## config.mk

```make
export PLATFORM = sky130hd
export DESIGN_NAME = overlapping_window_framer_unit
export DESIGN_NICKNAME = d
export VERILOG_FILES = /design/src/design/owf_pkg.sv /design/src/design/overlapping_window_framer_unit.sv /design/src/design/owf_ram.sv
export SDC_FILE = /design/constraint.sdc
export NUM_CORES = 1
export LEC_CHECK = 0
export BUFFER_PORTS_ARGS = -buffer_cell sky130_fd_sc_hd__buf_2
export CORE_UTILIZATION = 57
export DETAILED_ROUTE_END_ITERATION = 6
export PLACE_DENSITY = 0.83
export SLEW_MARGIN = 15
export SYNTH_ARGS = -nofsm -noshare
export SYNTH_HDL_FRONTEND = slang
export SYNTH_SLANG_ARGS = --single-unit
```

## constraint.sdc

```tcl
create_clock -name clk_i -period 2.88 [get_ports clk_i]
set_clock_uncertainty 0.2 [all_clocks]
set_input_delay 0.576 -clock clk_i [delete_from_list [all_inputs] [get_ports clk_i]]
set_output_delay 0.576 -clock clk_i [all_outputs]
set_load 0.02 [all_outputs]
```

## src/design/owf_pkg.sv

```systemverilog
// ----------------------------------------------------------------------------
// owf_pkg
// Shared types and constants for the overlapping window framer.
// ----------------------------------------------------------------------------
package owf_pkg;

  // Sample and configuration widths
  localparam int unsigned SampleW   = 16;
  localparam int unsigned CfgDataW  = 7;
  localparam int unsigned CfgIdxW   = 2;

  // Default ring depth (largest frame)
  localparam int unsigned WindowMaxDef = 64;

  // Configuration register indexes
  localparam logic [CfgIdxW-1:0] RegWindowSize = CfgIdxW'(0);
  localparam logic [CfgIdxW-1:0] RegHopSize    = CfgIdxW'(1);

  // Configuration reset values
  localparam logic [CfgDataW-1:0] WindowSizeRst = CfgDataW'(64);
  localparam logic [CfgDataW-1:0] HopSizeRst    = CfgDataW'(32);

  // Control sequencer states
  typedef enum logic {
    ST_IDLE,
    ST_READ
  } owf_state_e;

endpackage : owf_pkg

```

## src/design/overlapping_window_framer_unit.sv

```systemverilog
// ----------------------------------------------------------------------------
// overlapping_window_framer_unit
// Cuts a sample stream into overlapping frames held in a sample ring RAM.
// ----------------------------------------------------------------------------
// Input: a sample that completes no frame leaves the input ready for the next;
// one that completes a frame starts a readout of window_size ring entries (one
// RAM read port, one read per cycle while the output buffer has room), during
// which input transfers stall. Output: the first frame sample passes the read
// address, RAM read and output registers; then one sample per cycle unless stalled.
// Reset: control, counters and configuration clear at once; ring RAM contents
// stay undefined and need no clearing pass, since only written entries are read.
module overlapping_window_framer_unit #(
  parameter int unsigned WindowMax = owf_pkg::WindowMaxDef
) (
  input  logic                                clk_i,
  input  logic                                rst_ni,
  // sample input
  input  logic                                in_valid_i,
  output logic                                in_stall_o,
  input  logic signed [owf_pkg::SampleW-1:0]  sample_i,
  // frame output
  output logic                                out_valid_o,
  input  logic                                out_stall_i,
  output logic signed [owf_pkg::SampleW-1:0]  frame_sample_o,
  output logic                                frame_last_o,
  // configuration write
  input  logic                                cfg_valid_i,
  output logic                                cfg_ready_o,
  input  logic [owf_pkg::CfgIdxW-1:0]         cfg_index_i,
  input  logic [owf_pkg::CfgDataW-1:0]        cfg_data_i
);

  // Ring address width and count width (count can hold WindowMax itself)
  localparam int unsigned PW = (WindowMax > 1) ? $clog2(WindowMax) : 1;
  localparam int unsigned HW = $clog2(WindowMax + 1);
  localparam int unsigned SW = HW + 1;
  localparam int unsigned DW = owf_pkg::SampleW;
  localparam int unsigned CW = owf_pkg::CfgDataW;

  // --------------------------------------------------------------------------
  // Configuration registers: raw values, clamped where used
  // --------------------------------------------------------------------------
  logic [CW-1:0] win_raw_q, win_raw_d;
  logic [CW-1:0] hop_raw_q, hop_raw_d;
  logic          cfg_we;

  assign cfg_ready_o = 1'b1;
  assign cfg_we      = cfg_valid_i && cfg_ready_o;

  always_comb begin
    win_raw_d = win_raw_q;
    hop_raw_d = hop_raw_q;
    if (cfg_we) begin
      unique case (cfg_index_i)
        owf_pkg::RegWindowSize: win_raw_d = cfg_data_i;
        owf_pkg::RegHopSize:    hop_raw_d = cfg_data_i;
        default: ;  // unknown index: ignore the transfer
      endcase
    end
  end

  // Zero acts as one, anything above the ring depth acts as the ring depth
  logic [HW-1:0] win_len;
  logic [HW-1:0] hop_len;

  always_comb begin
    if (win_raw_q == '0) begin
      win_len = HW'(1);
    end else if (win_raw_q > CW'(WindowMax)) begin
      win_len = HW'(WindowMax);
    end else begin
      win_len = win_raw_q[HW-1:0];
    end
    if (hop_raw_q == '0) begin
      hop_len = HW'(1);
    end else if (hop_raw_q > CW'(WindowMax)) begin
      hop_len = HW'(WindowMax);
    end else begin
      hop_len = hop_raw_q[HW-1:0];
    end
  end

  // --------------------------------------------------------------------------
  // Ring bookkeeping
  // --------------------------------------------------------------------------
  owf_pkg::owf_state_e state_q, state_d;

  logic [PW-1:0] wp_q, wp_d;         // next ring slot to write
  logic [HW-1:0] held_q, held_d;     // samples currently held
  logic [PW-1:0] skip_q, skip_d;     // incoming samples still to drop
  logic [PW-1:0] rd_addr_q, rd_addr_d;
  logic [HW-1:0] rem_q, rem_d;       // reads left in the current frame

  logic          in_xfer;
  logic          skipping;
  logic          wr_en;
  logic          trigger;
  logic          issue;
  logic          can_issue;
  logic          read_done;
  logic [PW-1:0] wp_inc;
  logic [PW-1:0] rd_addr_inc;
  logic [HW-1:0] held_inc;
  logic [SW-1:0] wp_ext;
  logic [SW-1:0] held_ext;
  logic [PW-1:0] start_addr;

  assign in_xfer  = in_valid_i && !in_stall_o;
  assign skipping = (skip_q != '0);
  assign wr_en    = in_xfer && !skipping;

  assign wp_inc      = (wp_q == PW'(WindowMax - 1)) ? '0 : wp_q + PW'(1);
  assign rd_addr_inc = (rd_addr_q == PW'(WindowMax - 1)) ? '0 : rd_addr_q + PW'(1);
  assign held_inc    = (held_q < HW'(WindowMax)) ? held_q + HW'(1) : held_q;
  assign trigger     = wr_en && (held_inc >= win_len);

  // Oldest held sample, counted back from the slot after the new one
  assign wp_ext   = SW'(wp_inc);
  assign held_ext = SW'(held_inc);

  always_comb begin
    if (wp_ext >= held_ext) begin
      start_addr = PW'(wp_ext - held_ext);
    end else begin
      start_addr = PW'(wp_ext + SW'(WindowMax) - held_ext);
    end
  end

  // Next state
  assign read_done = issue && (rem_q == HW'(1));

  always_comb begin
    state_d = state_q;
    unique case (state_q)
      owf_pkg::ST_IDLE: if (trigger) state_d = owf_pkg::ST_READ;
      owf_pkg::ST_READ: if (read_done) state_d = owf_pkg::ST_IDLE;
      default:          state_d = owf_pkg::ST_IDLE;
    endcase
  end

  // Sequencer outputs: stall input during readout, issue reads when room
  always_comb begin
    in_stall_o = 1'b0;
    issue      = 1'b0;
    unique case (state_q)
      owf_pkg::ST_IDLE: in_stall_o = 1'b0;
      owf_pkg::ST_READ: begin
        in_stall_o = 1'b1;
        issue      = can_issue;
      end
      default: in_stall_o = 1'b1;
    endcase
  end

  // Counter updates
  always_comb begin
    wp_d      = wp_q;
    held_d    = held_q;
    skip_d    = skip_q;
    rd_addr_d = rd_addr_q;
    rem_d     = rem_q;

    if (in_xfer) begin
      if (skipping) begin
        // drop the sample that falls between frames
        skip_d = skip_q - PW'(1);
      end else begin
        wp_d   = wp_inc;
        held_d = held_inc;
        if (trigger) begin
          rd_addr_d = start_addr;
          rem_d     = win_len;
          if (hop_len <= held_inc) begin
            held_d = held_inc - hop_len;
          end else begin
            held_d = '0;
            skip_d = PW'(hop_len - held_inc);
          end
        end
      end
    end

    if (issue) begin
      rd_addr_d = rd_addr_inc;
      rem_d     = rem_q - HW'(1);
    end
  end

  // --------------------------------------------------------------------------
  // Sample ring RAM
  // --------------------------------------------------------------------------
  logic [DW-1:0] ram_rdata;

  owf_ram #(
    .DataW (DW),
    .Depth (WindowMax)
  ) u_ring (
    .clk_i   (clk_i),
    .we_i    (wr_en),
    .waddr_i (wp_q),
    .wdata_i (sample_i),
    .re_i    (issue),
    .raddr_i (rd_addr_q),
    .rdata_o (ram_rdata)
  );

  // --------------------------------------------------------------------------
  // Output register plus one skid entry; a read is issued only when the
  // buffer can still take its data once the RAM read register returns it.
  // --------------------------------------------------------------------------
  logic          rd_pend_q, rd_pend_d;
  logic          rd_last_q, rd_last_d;
  logic          out_vld_q, out_vld_d;
  logic [DW-1:0] out_data_q, out_data_d;
  logic          out_last_q, out_last_d;
  logic          skid_vld_q, skid_vld_d;
  logic [DW-1:0] skid_data_q, skid_data_d;
  logic          skid_last_q, skid_last_d;
  logic          out_pop;
  logic          out_take;
  logic [1:0]    occ;

  assign out_pop   = out_vld_q && !out_stall_i;
  assign out_take  = !out_vld_q || !out_stall_i;
  assign occ       = 2'(out_vld_q) + 2'(skid_vld_q) + 2'(rd_pend_q);
  assign can_issue = (occ - 2'(out_pop)) < 2'd2;

  assign rd_pend_d = issue;
  assign rd_last_d = read_done;

  always_comb begin
    out_vld_d   = out_vld_q;
    out_data_d  = out_data_q;
    out_last_d  = out_last_q;
    skid_vld_d  = skid_vld_q;
    skid_data_d = skid_data_q;
    skid_last_d = skid_last_q;

    if (out_take) begin
      if (skid_vld_q) begin
        // advance skid into output, refill skid from RAM
        out_vld_d   = 1'b1;
        out_data_d  = skid_data_q;
        out_last_d  = skid_last_q;
        skid_vld_d  = rd_pend_q;
        skid_data_d = ram_rdata;
        skid_last_d = rd_last_q;
      end else if (rd_pend_q) begin
        out_vld_d  = 1'b1;
        out_data_d = ram_rdata;
        out_last_d = rd_last_q;
      end else begin
        out_vld_d = 1'b0;
      end
    end else if (rd_pend_q) begin
      // output held by stall: park read data
      skid_vld_d  = 1'b1;
      skid_data_d = ram_rdata;
      skid_last_d = rd_last_q;
    end
  end

  assign out_valid_o    = out_vld_q;
  assign frame_sample_o = out_data_q;
  assign frame_last_o   = out_last_q;

  // --------------------------------------------------------------------------
  // Registers
  // --------------------------------------------------------------------------
  always_ff @(posedge clk_i or negedge rst_ni) begin
    if (!rst_ni) begin
      win_raw_q  <= owf_pkg::WindowSizeRst;
      hop_raw_q  <= owf_pkg::HopSizeRst;
      state_q    <= owf_pkg::ST_IDLE;
      wp_q       <= '0;
      held_q     <= '0;
      skip_q     <= '0;
      rd_addr_q  <= '0;
      rem_q      <= '0;
      rd_pend_q  <= 1'b0;
      rd_last_q  <= 1'b0;
      out_vld_q  <= 1'b0;
      skid_vld_q <= 1'b0;
    end else begin
      win_raw_q  <= win_raw_d;
      hop_raw_q  <= hop_raw_d;
      state_q    <= state_d;
      wp_q       <= wp_d;
      held_q     <= held_d;
      skip_q     <= skip_d;
      rd_addr_q  <= rd_addr_d;
      rem_q      <= rem_d;
      rd_pend_q  <= rd_pend_d;
      rd_last_q  <= rd_last_d;
      out_vld_q  <= out_vld_d;
      skid_vld_q <= skid_vld_d;
    end
  end

  always_ff @(posedge clk_i) begin
    out_data_q  <= out_data_d;
    out_last_q  <= out_last_d;
    skid_data_q <= skid_data_d;
    skid_last_q <= skid_last_d;
  end

`ifndef ASSERT_OFF
  // Skid entry only fills behind a stalled output
  a_skid_behind_out: assert property (@(posedge clk_i) disable iff (!rst_ni)
    skid_vld_q |-> out_vld_q)
    else $error("skid entry valid while output register empty");

  // Read credit: no read in flight while the skid entry is occupied
  a_no_overflow: assert property (@(posedge clk_i) disable iff (!rst_ni)
    skid_vld_q |-> !rd_pend_q)
    else $error("read data in flight with full output buffer");

  // Ring writes and readout never overlap
  a_no_rw_overlap: assert property (@(posedge clk_i) disable iff (!rst_ni)
    !(wr_en && issue))
    else $error("ring write during frame readout");

  // Held count stays within the ring
  a_held_bound: assert property (@(posedge clk_i) disable iff (!rst_ni)
    held_q <= HW'(WindowMax))
    else $error("held count exceeds ring depth");

  // A frame completing sends its last read when the sequencer returns to idle
  a_last_on_exit: assert property (@(posedge clk_i) disable iff (!rst_ni)
    (state_q == owf_pkg::ST_READ && state_d == owf_pkg::ST_IDLE) |=> rd_last_q)
    else $error("readout ended without a last sample");
`endif

endmodule : overlapping_window_framer_unit

```

## src/design/owf_ram.sv

```systemverilog
// ----------------------------------------------------------------------------
// owf_ram
// Simple dual-port RAM: one write port, one read port, registered read data.
// ----------------------------------------------------------------------------
module owf_ram #(
  parameter int unsigned DataW = 16,
  parameter int unsigned Depth = 64,
  localparam int unsigned AddrW = (Depth > 1) ? $clog2(Depth) : 1
) (
  input  logic             clk_i,
  input  logic             we_i,
  input  logic [AddrW-1:0] waddr_i,
  input  logic [DataW-1:0] wdata_i,
  input  logic             re_i,
  input  logic [AddrW-1:0] raddr_i,
  output logic [DataW-1:0] rdata_o
);

  logic [DataW-1:0] mem_q [Depth];
  logic [DataW-1:0] rdata_q;

  always_ff @(posedge clk_i) begin
    if (we_i) begin
      mem_q[waddr_i] <= wdata_i;
    end
    if (re_i) begin
      rdata_q <= mem_q[raddr_i];
    end
  end

  assign rdata_o = rdata_q;

endmodule : owf_ram
```

# --- Word level (Yosys, flattened, before mapping) ---
# Memory sizes are Yosys's and may differ from the RTL's. A register that Yosys moved wholly into a read port is not among the register bits.
# Cells that the tools add are included.
totals:
  word_cells: 113
  ramBits: 1024
  regBits: 85
  romBits: 0
  n_memories: 1
  latch_bits: 0
mem_list:
  columns: ["name", "words", "width", "read_ports", "rd_ports_with_merged_regs", "write_ports", "line", "source"]
  rows:
  - ["u_ring.mem_q", 64, 16, 1, 1, 1, "owf_ram.sv:19", "logic [DataW-1:0] mem_q [Depth];"]
classes:
  shift: 0
  n_mul: 0
  muxes: 41
  n_reduce_logical: 26
  order_cmp: 7
  n_eq_ne: 7
  bitwise: 2
  n_addsub: 13
  n_div: 0
ops:
  columns: ["cell", "n"]
  rows:
  - ["$mux W7", 11]
  - ["$mux W16", 4]
  - ["$mux W6", 10]
  - ["$add A6 B1 Y6 const B", 3]
  - ["$sub A6 B6 Y6", 3]
  - ["$gt A7 B7 Y1 const B", 2]
  - ["$logic_not A7 Y1", 2]
  - ["$mux W1", 14]
  - ["$eq A6 B6 Y1 const B", 2]
  - ["$reduce_and A2 Y1", 5]
  - ["$reduce_bool A2 Y1", 5]
  - ["$add A7 B1 Y7 const B", 1]
  - ["$eq A7 B1 Y1 const B", 1]
  - ["$ge A6 B7 Y1", 1]
  - ["$ge A7 B7 Y1", 1]
  - ["$le A7 B7 Y1", 1]
  - ["$lt A7 B7 Y1 const B", 1]
  - ["$sub A7 B1 Y7 const B", 1]
  - ["$sub A7 B7 Y7", 1]
  - ["$reduce_and A3 Y1", 2]
  - ["$reduce_bool A6 Y1", 1]
  - ["$sub A6 B1 Y6 const B", 1]
  - ["$logic_and A1 B1 Y1", 5]
  - ["$logic_not A1 Y1", 4]
  - ["other kinds (11)", 14]

# --- Depth between registers and ports, before layout ---
logic_depth:
  depth_word: 10
  mapped_depth: 13

# --- Cells and area by module ---
# From an unflattened synthesis, not the netlist that was laid out.
unflattened:
  cells_unflattened: 2290
  area_unflattened_um2: 45074.5
by_module_without_submodules:
  columns: ["mod", "seq_area_each_um2", "instances", "cells_per_inst", "area_per_inst_um2"]
  rows:
  - ["owf_ram", 31230.0, 1, 1829, 40202.3]
  - ["overlapping_window_framer_unit", 2299.7, 1, 461, 4872.2]

# --- Worst setup path before layout ---
# Ideal clock, no wire load.
synth_timing:
  kind: "reg-to-reg"
  from: "reg out_vld_q (netlist: out_valid_o)"
  to: "reg rd_addr_q[5]"
  synth_period_minus_slack_ns: 3.219
  setup_slack_ns: -0.339
  setup_time_ns: 0.135
  arrival_time_ns: 2.884
  required_ns: 2.545
  path_stages_with_launch: 14
  path_cell_list: "dfrtp_1 -> nor2b_1 -> ha_1 -> inv_1 -> ha_1 -> a21oi_1 -> xnor2_1 -> nand2b_1 -> clkbuf_1 -> inv_1 -> clkbuf_1 -> nand2_1 -> a31oi_1 -> o31ai_1"
synth_via:
  elab_chain_cells: 7
  word_cells_on_any_way: 11
  classes_between: "add/sub: 3; order compare: 1; eq/ne: 1; mux: 2; reduce/logical: 4"
synth_rtl:
  columns: ["item", "line", "source"]
  rows:
  - ["start, declared", "overlapping_window_framer_unit.sv:213", "logic out_vld_q, out_vld_d;"]
  - ["start signal, assigned", "overlapping_window_framer_unit.sv:295", "out_vld_q <= out_vld_d;"]
  - ["$add A1 B1 Y2", "overlapping_window_framer_unit.sv:225", "assign occ = 2'(out_vld_q) + 2'(skid_vld_q) + 2'(rd_pend_q);"]
  - ["$add A2 B1 Y2", "overlapping_window_framer_unit.sv:225", null]
  - ["$sub A2 B1 Y2 (*)", "overlapping_window_framer_unit.sv:226", "assign can_issue = (occ - 2'(out_pop)) < 2'd2;"]
  - ["$lt A2 B2 Y1 (*)", "overlapping_window_framer_unit.sv:226", null]
  - ["$mux W1 (*)", "overlapping_window_framer_unit.sv:145", "unique case (state_q)"]
  - ["via issue", "overlapping_window_framer_unit.sv:98", "logic issue;"]
  - ["$ne A2 B1 Y1 (no source line) or $reduce_bool A2 Y1 (tied branches)", null, null]
  - ["$reduce_and A3 Y1 (no source line)", null, null]
  - ["end signal, assigned", "overlapping_window_framer_unit.sv:291", "rd_addr_q <= rd_addr_d;"]
  - ["end, declared", "overlapping_window_framer_unit.sv:91", "logic [PW-1:0] rd_addr_q, rd_addr_d;"]
# The timed path passes the listed nets; every way through them passes the cells marked *.
# A chain may end at the register's enable or synchronous reset.

==> results.sh <==
export IMPL_slowest_delay_ns=0.95
export IMPL_dp_cells=3321
export IMPL_htree_levels=3
export IMPL_synthCells=2110
export IMPL_setup_viol=16
export IMPL_core_mm2=0.0765
export IMPL_seq_power_share_pct=39.7
export IMPL_die_x_um=281
export IMPL_synth_top_area_share_pct=72.6
export IMPL_netSwitchingPower_mw=15.0
export IMPL_maxSlewHeadroom_pct=16.1
export IMPL_cts_tree="yes"
export IMPL_ys_seq_area_share_pct=75.5
export IMPL_via_per_inst=6.94
export IMPL_clk_path_buf_depth=3
export IMPL_cts_buffers=108
export IMPL_hold_path_class="input pin to flop"
export IMPL_critical_path_max_fanout=14
export IMPL_post_dp_hpwl_um=65000
export IMPL_endpoint_kind="flop"
export IMPL_layout_cells_non_filler=3574
export IMPL_clk_pin_slew_worst_paths_ns=0.07
export IMPL_leakage_nw=17.3
export IMPL_cp_cell_sequence="buf_12, buf_4, buf_12, mux4_2, o22ai_1, a211oi_1, o21ai_0, nand2_1"
export IMPL_postLayoutCellArea_mm2=0.0524
export IMPL_required_ns=3.24
export IMPL_synth_nets=2176
export IMPL_hold_slack_ns=0.124
export IMPL_critical_path_startpoint_type="flop"
export IMPL_failed_checks="design-rule violations, negative setup slack"
export IMPL_die_area_mm2=0.0790
export IMPL_swShare_pct=30.6
export IMPL_ir_worst_vdd_uv=619
export IMPL_clk_latency_ns=0.69
export IMPL_synthToLayoutAreaGrowth_pct=18.0
export IMPL_fin_ws_ns=-0.232
export IMPL_start_util_pct=58.1
export IMPL_rsz0062_at_grt="yes"
export IMPL_p_comb_share_pct=30.7
export IMPL_gp_congestion=0.868
export IMPL_final_cell_mix="edfxtp_1, mux4_2, buf_4"
export IMPL_postRouteAntennaNets=0
export IMPL_drc=2
export IMPL_maxCapViolations=0
export IMPL_crit_top_cell="buf_12"
export IMPL_ys_warn_count=0
export IMPL_yosys_area_top_type="edfxtp_1"
export IMPL_chipHeight_um=281
export IMPL_grt_pass1_vias=24500
export IMPL_worstMarginPinSlew_ns=1.26
export IMPL_grt_ovfl_total=0
export IMPL_grt_max_degree=65
export IMPL_mostFrequentLayoutCell="edfxtp_1"
export IMPL_final_layout_size_suffix_gt1_share_pct=34.5
export IMPL_dr_first_iter_drc_count=3912
export IMPL_fin_util_pct=68.5
export IMPL_antenna_found_initial=3
export IMPL_dr_pass1_iters=7
export IMPL_cts_root_buf="clkbuf_16"
export IMPL_clockPowerShare_pct=29.7
export IMPL_crit_path_top_delay_cell="a211oi_1"
export IMPL_num_vias=24800
export IMPL_drt_total_wl_um=124000
export IMPL_min_period_ns=3.11
export IMPL_grt_use_total_pct=30.0
export IMPL_rows=101
export IMPL_syn_area_mm2=0.0444
export IMPL_ys_ff_latch=1125
export IMPL_synthFlopType="edfxtp_1"
export IMPL_clock_sinks=1125
export IMPL_place_area_mm2=0.0478
export IMPL_grt_pass1_wl_um=167000
export IMPL_arrival_ns=3.47
export IMPL_path_class="flop to flop"
export IMPL_final_hold_viol_count=0
export IMPL_status="finished with violations"
export IMPL_fmax_mhz=321
export IMPL_io_buffer_count=48
export IMPL_drv_slew=0
export IMPL_ios=50
export IMPL_synthTopCellsByArea="edfxtp_1, mux4_2, dfrtp_1"
export IMPL_synthArstFlopShare_pct=4.53
export IMPL_p_int_mw=33.9
export IMPL_post_drt_wl_per_cell_um=34.7
export IMPL_p_per_area_mw_per_mm2=933
export IMPL_ys_types=64
export IMPL_totalPowerFinal_mw=48.8
export IMPL_min_period_over_period_pct=108
export IMPL_nNetsFinal=2512
export IMPL_syn_area_per_cell_um2=21.0
export IMPL_synth_edf_count=1074
-- worst max-delay path: cells and delay by family (launching register included) --
kind | cells | cell delay [ns]
compound gates | 3 | 1.20
flops | 1 | 0.59
buf+inv | 3 | 0.51
mux | 1 | 0.36
simple gates | 1 | 0.11
-- path summary, 6_finish.rpt --
path                                             startpoint                            end  slack (ns)  cells past startpoint
worst max-delay path               rd_addr_q[0]$_DFFE_PN0P_    u_ring.rdata_o[0]$_DFFE_PP_       -0.23                      8
max in group asynchronous                            rst_ni       win_raw_q[6]$_DFFE_PN1P_        1.40                      3
worst max register to register     rd_addr_q[0]$_DFFE_PN0P_    u_ring.rdata_o[0]$_DFFE_PP_       -0.23                      8
worst min-delay path                            sample_i[2]  u_ring.mem_q[42][2]$_DFFE_PP_        0.12                      1
worst min register to register  u_ring.rdata_o[3]$_DFFE_PP_       skid_data_q[3]$_DFFE_PP_        0.26                      0
min in group asynchronous                            rst_ni          held_q[5]$_DFFE_PN0P_        0.32                      2
-- state kept, by name (all words and copies together), names as in the netlist, 7 cells and up --
register,flops
skid_data_q,16
u_ring.mem_q,1024
win_raw_q,7
frame_sample_o,16
hop_raw_q,7
rem_q,7
u_ring.rdata_o,16
held_q,7
-- timing repair --
item                                    4_1_cts  5_1_grt
hold buffers                                  9        0
resized for setup                            16       86
buffers inserted                              3       25
pin swaps                                     7       25
endpoints found under the setup margin       21      439
cloned                                        0        8
hold endpoints to repair                     45        0
-- logic make-up (layout without fill, tap and decap cells) --
group | after synthesis | count (layout) | share of synthesized area [%]
multiplexers | 358 | 358 | 16.3
AO/OA/AOI/OAI | 197 | 197 | 2.95
other | 1 | 5 | 0.00845
flip-flops | 1125 | 1125 | 75.5
XOR/XNOR | 21 | 21 | 0.414
adder cells (fa/ha/maj) | 36 | 36 | 1.07
AND/OR/NAND/NOR | 235 | 235 | 2.39
buffers and inverters | 137 | 567 | 1.37
-- Yosys cell counts, drive strengths merged, types with 4 or more instances --
library cell  count
nand2            66
o31ai             4
nor3             12
xor2              5
xnor2            16
o221ai           16
nand3b            6
o22ai            16
nor4              5
nand3            16
mux4            288
nand4b            4
clkbuf           55
nor2b             7
a211oi           18
nor2             96
a21o              6
o21ai            39
a21oi            32
edfxtp         1074
ha               33
buf              50
and2              5
a31oi            17
dfrtp            49
inv              31
mux2             31
o21a              7
a22oi            20
and3              4
mux2i            39
-- stage by stage --
stage | TNS [ns] | worst slack, ns
2_1_floorplan | -19.73 | -0.0769
3_3_place_gp | -0.203 | -0.0957
3_5_place_dp | -0.524 | -0.121
4_1_cts | 0 | 0.00717
5_1_grt | -1.78 | -0.170
6_report | -1.01 | -0.232
-- routing by layer --
metal | vias up | global-route usage, % | wire length [um]
met5 | - | 0 | 13
met3 | 456 | 6.52 | 14900
met1 | 12700 | 38.4 | 41400
met2 | 2197 | 49.4 | 60800
met4 | 2 | 13.7 | 6860
li1 | 9485 | - | -
-- power groups by stage --
stage,registers [mW],clock network (mW),logic [mW]
5_1_grt,19.4,15.1,15.4
4_1_cts,19.3,14.4,13.5
2_1_floorplan,19.5,0,8.23
6_report,19.4,14.5,15.0
3_5_place_dp,19.6,0,13.0
3_3_place_gp,19.6,0,12.6
-- cell type report --
| cell class | instances | area, um2 |
|---|---|---|
| sequential | 1125 | 33500 |
| fill | 4307 | 24100 |
| multi-input combinational | 848 | 10600 |
| timing repair buffer | 331 | 3250 |
| clock buffer | 131 | 2830 |
| tap | 1030 | 1290 |
| clock inverter | 73 | 754 |
| inverter | 32 | 120 |
| antenna | 4 | 10.0 |
Power figures use the tool's default switching activity.
